`src/sv/pefa_pkg.sv`:
```
// Shared types and constants of the prime exponent fraction accumulator.
// No dependencies; imported by the top level, datapath, controller and checker.
`default_nettype none
package pefa_pkg;

  localparam int PRIME_LIMIT_DEF = 16384;
  localparam int PRIME_SLOTS_DEF = 2048;
  localparam int EXP_WIDTH_DEF   = 16;

  // Result status codes
  localparam logic [1:0] ST_OK      = 2'd0;
  localparam logic [1:0] ST_MISSING = 2'd1;
  localparam logic [1:0] ST_RANGE   = 2'd2;
  localparam logic [1:0] ST_SAT     = 2'd3;

  // Datapath operations, one per controller step
  typedef enum logic [4:0] {
    OP_NOP, OP_CLR, OP_SINIT, OP_RDC, OP_CHK, OP_RDP, OP_MUL, OP_MCK,
    OP_SDIV, OP_NXI, OP_IDLE, OP_FINIT, OP_FRDP, OP_SQ, OP_SQC, OP_FDIV,
    OP_ERD, OP_EWR, OP_DST, OP_BINIT, OP_BTST, OP_BCMP, OP_BEND, OP_BEQ,
    OP_LERD, OP_LEWR, OP_NXV, OP_RRD, OP_RCAL, OP_FIN
  } dp_op_t;

  typedef struct packed {
    dp_op_t op;
    logic   ready;
  } dp_cmd_t;

  typedef struct packed {
    logic clr_last;
    logic i_last;
    logic j_lt_cnt;
    logic prod_gt_lim;
    logic prod_gt_v;
    logic div_done;
    logic rem_zero;
    logic n_is1;
    logic v_le1;
    logic lo_lt_hi;
    logic lo_lt_cnt;
    logic found;
    logic tsel;
    logic func;
    logic idx_ok;
    logic out_free;
  } dp_stat_t;

endpackage
`default_nettype wire

```
`src/sv/pefa_ctrl.sv`:
```
// Controller: sequences clearing pass, sieve, factoring and read items.
// Depends on pefa_pkg; drives the datapath through dp_cmd_t.
`default_nettype none
module pefa_ctrl
  import pefa_pkg::*;
(
  input  wire logic     clk,
  input  wire logic     rst,
  input  wire logic     in_valid,
  input  wire dp_stat_t stat,
  output dp_cmd_t       cmd
);

  typedef enum logic [4:0] {
    S_CLR, S_SINIT, S_RDC, S_CHK, S_RDP, S_MUL, S_MCK, S_SDIV, S_NXI,
    S_IDLE, S_DISP, S_FINIT, S_FTST, S_FRDP, S_SQ, S_SQC, S_FDIV, S_ERD,
    S_EWR, S_DST, S_LCHK, S_BINIT, S_BTST, S_BCMP, S_BEND, S_BEQ, S_LERD,
    S_LEWR, S_NXV, S_RRD, S_RCAL, S_FIN
  } state_t;

  state_t  state, state_next;
  dp_cmd_t cmd_next;

  // Next state
  always_comb begin
    state_next = state;
    case (state)
      S_CLR:   if (stat.clr_last) state_next = S_SINIT;
      S_SINIT: state_next = S_RDC;
      S_RDC:   state_next = S_CHK;
      S_CHK:   state_next = S_RDP;
      S_RDP:   state_next = stat.j_lt_cnt ? S_MUL : S_NXI;
      S_MUL:   state_next = S_MCK;
      S_MCK:   state_next = stat.prod_gt_lim ? S_NXI : S_SDIV;
      S_SDIV:  if (stat.div_done) state_next = stat.rem_zero ? S_NXI : S_RDP;
      S_NXI:   state_next = stat.i_last ? S_IDLE : S_RDC;
      S_IDLE:  if (in_valid) state_next = S_DISP;
      S_DISP:  state_next = stat.func ? S_RRD : S_FINIT;
      S_FINIT: state_next = S_FTST;
      S_FTST:  state_next = stat.v_le1 ? S_NXV : S_FRDP;
      S_FRDP:  state_next = (stat.j_lt_cnt && !stat.n_is1) ? S_SQ : S_LCHK;
      S_SQ:    state_next = S_SQC;
      S_SQC:   state_next = stat.prod_gt_v ? S_LCHK : S_FDIV;
      S_FDIV:  if (stat.div_done) state_next = stat.rem_zero ? S_ERD : S_FRDP;
      S_ERD:   state_next = S_EWR;
      S_EWR:   state_next = S_DST;
      S_DST:   state_next = S_FDIV;
      S_LCHK:  state_next = stat.n_is1 ? S_NXV : S_BINIT;
      S_BINIT: state_next = S_BTST;
      S_BTST:  state_next = stat.lo_lt_hi ? S_BCMP : S_BEND;
      S_BCMP:  state_next = S_BTST;
      S_BEND:  state_next = stat.lo_lt_cnt ? S_BEQ : S_NXV;
      S_BEQ:   state_next = stat.found ? S_LERD : S_NXV;
      S_LERD:  state_next = S_LEWR;
      S_LEWR:  state_next = S_NXV;
      S_NXV:   state_next = stat.tsel ? S_FIN : S_FINIT;
      S_RRD:   state_next = stat.idx_ok ? S_RCAL : S_FIN;
      S_RCAL:  state_next = S_FIN;
      S_FIN:   if (stat.out_free) state_next = S_IDLE;
      default: state_next = S_CLR;
    endcase
  end

  // Command for the state being entered
  always_comb begin
    cmd_next.ready = (state_next == S_IDLE);
    case (state_next)
      S_CLR:   cmd_next.op = OP_CLR;
      S_SINIT: cmd_next.op = OP_SINIT;
      S_RDC:   cmd_next.op = OP_RDC;
      S_CHK:   cmd_next.op = OP_CHK;
      S_RDP:   cmd_next.op = OP_RDP;
      S_MUL:   cmd_next.op = OP_MUL;
      S_MCK:   cmd_next.op = OP_MCK;
      S_SDIV:  cmd_next.op = OP_SDIV;
      S_NXI:   cmd_next.op = OP_NXI;
      S_IDLE:  cmd_next.op = OP_IDLE;
      S_FINIT: cmd_next.op = OP_FINIT;
      S_FRDP:  cmd_next.op = OP_FRDP;
      S_SQ:    cmd_next.op = OP_SQ;
      S_SQC:   cmd_next.op = OP_SQC;
      S_FDIV:  cmd_next.op = OP_FDIV;
      S_ERD:   cmd_next.op = OP_ERD;
      S_EWR:   cmd_next.op = OP_EWR;
      S_DST:   cmd_next.op = OP_DST;
      S_BINIT: cmd_next.op = OP_BINIT;
      S_BTST:  cmd_next.op = OP_BTST;
      S_BCMP:  cmd_next.op = OP_BCMP;
      S_BEND:  cmd_next.op = OP_BEND;
      S_BEQ:   cmd_next.op = OP_BEQ;
      S_LERD:  cmd_next.op = OP_LERD;
      S_LEWR:  cmd_next.op = OP_LEWR;
      S_NXV:   cmd_next.op = OP_NXV;
      S_RRD:   cmd_next.op = OP_RRD;
      S_RCAL:  cmd_next.op = OP_RCAL;
      S_FIN:   cmd_next.op = OP_FIN;
      default: cmd_next.op = OP_NOP;
    endcase
  end

  // State and registered command
  always_ff @(posedge clk) begin
    if (rst) begin
      state     <= S_CLR;
      cmd.op    <= OP_CLR;
      cmd.ready <= 1'b0;
    end else begin
      state <= state_next;
      cmd   <= cmd_next;
    end
  end

endmodule
`default_nettype wire

```
`config.mk`:
```
export PLATFORM = sky130hd
export DESIGN_NAME = pefa_ctrl
export DESIGN_NICKNAME = d
export VERILOG_FILES = /design/src/sv/pefa_pkg.sv /design/src/sv/pefa_ctrl.sv
export SDC_FILE = /design/constraint.sdc
export NUM_CORES = 1
export LEC_CHECK = 0
export ABC_AREA = 1
export BUFFER_PORTS_ARGS = -buffer_cell sky130_fd_sc_hd__buf_4
export CORE_ASPECT_RATIO = 0.75
export CORE_MARGIN = 2
export CORE_UTILIZATION = 39
export DETAILED_ROUTE_END_ITERATION = 10
export SYNTH_ARGS = -nofsm -noshare
export SYNTH_HDL_FRONTEND = slang
export SYNTH_SLANG_ARGS = --single-unit
```
`constraint.sdc`:
```
create_clock -name clk -period 3.67 [get_ports clk]
set_input_delay 0.367 -clock clk [delete_from_list [all_inputs] [get_ports clk]]
set_output_delay 0.367 -clock clk [all_outputs]
set_load 0.005 [all_outputs]
```
==> impl_metrics.yaml <==
outcome:
  status: "complete, no violations"
timing:
  grt_setup_unrepaired: "no"
  final_hold_viol_count: 0
  slew_violations: 0
  fin_crit_sh_pct: 75.8
  setup_violations: 0
  setup_ws_ns: 0.887
  fin_worst_skew_ns: 0.00882
  finalCriticalPeriod_ns: 2.78
  fmaxAchievable_mhz: 359
  holdWs_ns: 0.357
  relSlewSlack_pct: 51.2
  setup_tns_ns: 0
  worst_slew_pin_slew_ns: 0.731
cells_and_area:
  antenna_cells: 0
  final_common_cell: "nand2_1"
  drive_above_1_share_pct: 23.3
  area_growth_pct: 13.6
  nNetsFinal: 344
  fill_cells: 453
  final_cell_mix: "nand2_1, nor2_1, nand3_1"
routing:
  drtIter0Drc: 218
  drtAntennaViolNets: 0
  first_pass_iters: 5
  drt_wl_total_mm: 4.99
  drc: 0
  drt-vias-per-instance: 5.08
  post_drt_wl_per_cell_um: 13.4
  vias: 1890
placed_design:
  hpwl_mm: 4.08
  gp_congestion: 0.959
  port-buffer-count: 24
  place_ws_ns: 0.996
synth:
  synth_ff_type: "dfxtp_1"
  synth_seq_cells: 11
  synthArstFlopShare_pct: 0
  syn_area_per_cell_um2: 5.82
  syn_area_um2: 1720
  ys_seq_area_share_pct: 12.8
  ys_warn_count: 0
  synthCells: 295
  syn_nets: 321
  synth-edff-count: 0
  synth_cell_types: 30
worst_setup_path:
  crit_type: "reg -> reg"
  worstSetupStartpointType: "flip-flop"
  path_common_cell: "nand2_1"
  endpoint_kind: "flip-flop"
  cp_slowest_cell: "dfxtp_1"
  slowest_delay_ns: 0.78
  path_cells: "nand3_1, nor2_1, nand2_1, nand2_1, inv_1, nand3_1, nor2_1, nand2_1, inv_1, ha_1, inv_1, nand2_1, nand3_1, nand3_1, nand2_1"
  worstPathRequired_ns: 3.81
  r2r_setup_slack_ns: 0.89
  arrival_ns: 2.92
  crit_fanout: 8
cts:
  clk_pin_slew_ns: 0.05
  clkLatencyLatePin_ns: 0.24
  cts_hold_buf: 0
  cts_setup_buffers: 0
  cts.path.max_buffers: 2
  numCtsBuffers: 3
  cts_tree: "built"
  root_buffer: "clkbuf_8"
  clkSinkCount: 11
  h-tree-depth: 1
  cts_resized: 0
floorplan:
  die_area_um2: 4960
  die_x_um: 80.6
  die_h_um: 61.5
  ioPinCount: 25
  core_area_um2: 4130
  initial_core_util_pct: 41.6
  rows: 20
grt:
  grt_pass1_wl_mm: 8.21
  grt_max_degree: 12
  gr-total-overflow: 0
  grt_pass1_vias: 1651
  grtUsageTotal_pct: 21.8
  antenna_found_initial: 0
hold_path:
  min_path_type: "in -> reg"
power:
  powerDensity_nw_per_um2: 563
  irDropWorstVdd_v: 0.000258
  p_leak_nw: 1.11
job:
  maxCapViolations: 0
final timing paths:
kind / from / endpoint / cells past startpoint
max: state[1] / cmd[2] / 15
min: rst / state[0] / 2
max reg2reg: state[1] / cmd[2] / 15
min reg2reg: state[4] / cmd[1] / 6
flip-flops by register name, indices dropped and copies added (netlist names):
name and cells:
state 5, cmd 6
worst max-delay path: cells and delay by family (launching register included):
kind / cells / cell delay (ns)
adder cells (fa/ha/maj): 1 / 0.35
AND/OR/NAND/NOR: 11 / 1.28
buffers and inverters: 3 / 0.27
flip-flops: 1 / 0.78
metal layers:
metal / wire, um / share of wire, % / global-route usage (%)
met1: 2550 / 51 / 33.5
met2: 1860 / 37 / 30.7
met3: 583 / 12 / 6.16
met4: 4 / 0.080 / 2.42
met5: 0 / 0 / 0
area by class of cell:
class,instances,area [um2],area share (%)
clock buffer,4,45.0,2.31
inverter,42,170,8.72
multi-input combinational,236,1270,64.9
sequential,11,220,11.3
tap,55,68.8,3.53
timing repair buffer,24,180,9.23
cells by family (layout without fill, tap and decap cells):
family,count (synthesis),after routing,synth area share [%]
buf+inv,48,70,13.4
simple gates,218,218,65.2
compound gates,11,11,3.50
fa+ha+maj,7,7,5.10
flops,11,11,12.8
cell usage after synthesis (3+ instances only):
| cell type | count | area (um2) |
|---|---|---|
| nand3_2 | 6 | 60.1 |
| o21ai_0 | 4 | 20.0 |
| dfxtp_1 | 11 | 220 |
| inv_1 | 33 | 124 |
| nand2_2 | 8 | 50.1 |
| nand3_1 | 39 | 195 |
| nand2_4 | 3 | 33.8 |
| nand3b_1 | 3 | 22.5 |
| ha_1 | 7 | 87.6 |
| nor2_4 | 5 | 56.3 |
| nor2_2 | 9 | 56.3 |
| inv_2 | 5 | 18.8 |
| nand2_1 | 81 | 304 |
| nor2_1 | 50 | 188 |
| buf_6 | 4 | 45.0 |
| nand4_1 | 3 | 18.8 |
| a21oi_1 | 5 | 25.0 |
stage by stage:
stage | cell area [um2] | util, % | total power, mW | instances
3_5_place_dp | 1910 | 46.2 | 0.959 | 368
5_1_grt | 1950 | 47.3 | 1.20 | 372
6_report | 1950 | 47.3 | 1.10 | 372
4_1_cts | 1950 | 47.3 | 1.09 | 372
2_1_floorplan | 1720 | - | 0.794 | 295
3_3_place_gp | 1910 | 46.2 | 0.971 | 368
report_power, final:
group | total (mW) | switching, mW | internal, mW
logic | 0.754 | 0.490 | 0.264
clock network | 0.119 | 0.0434 | 0.0761
registers | 0.225 | 0.0746 | 0.150
Note: power is estimated with default switching activity, not from simulation.
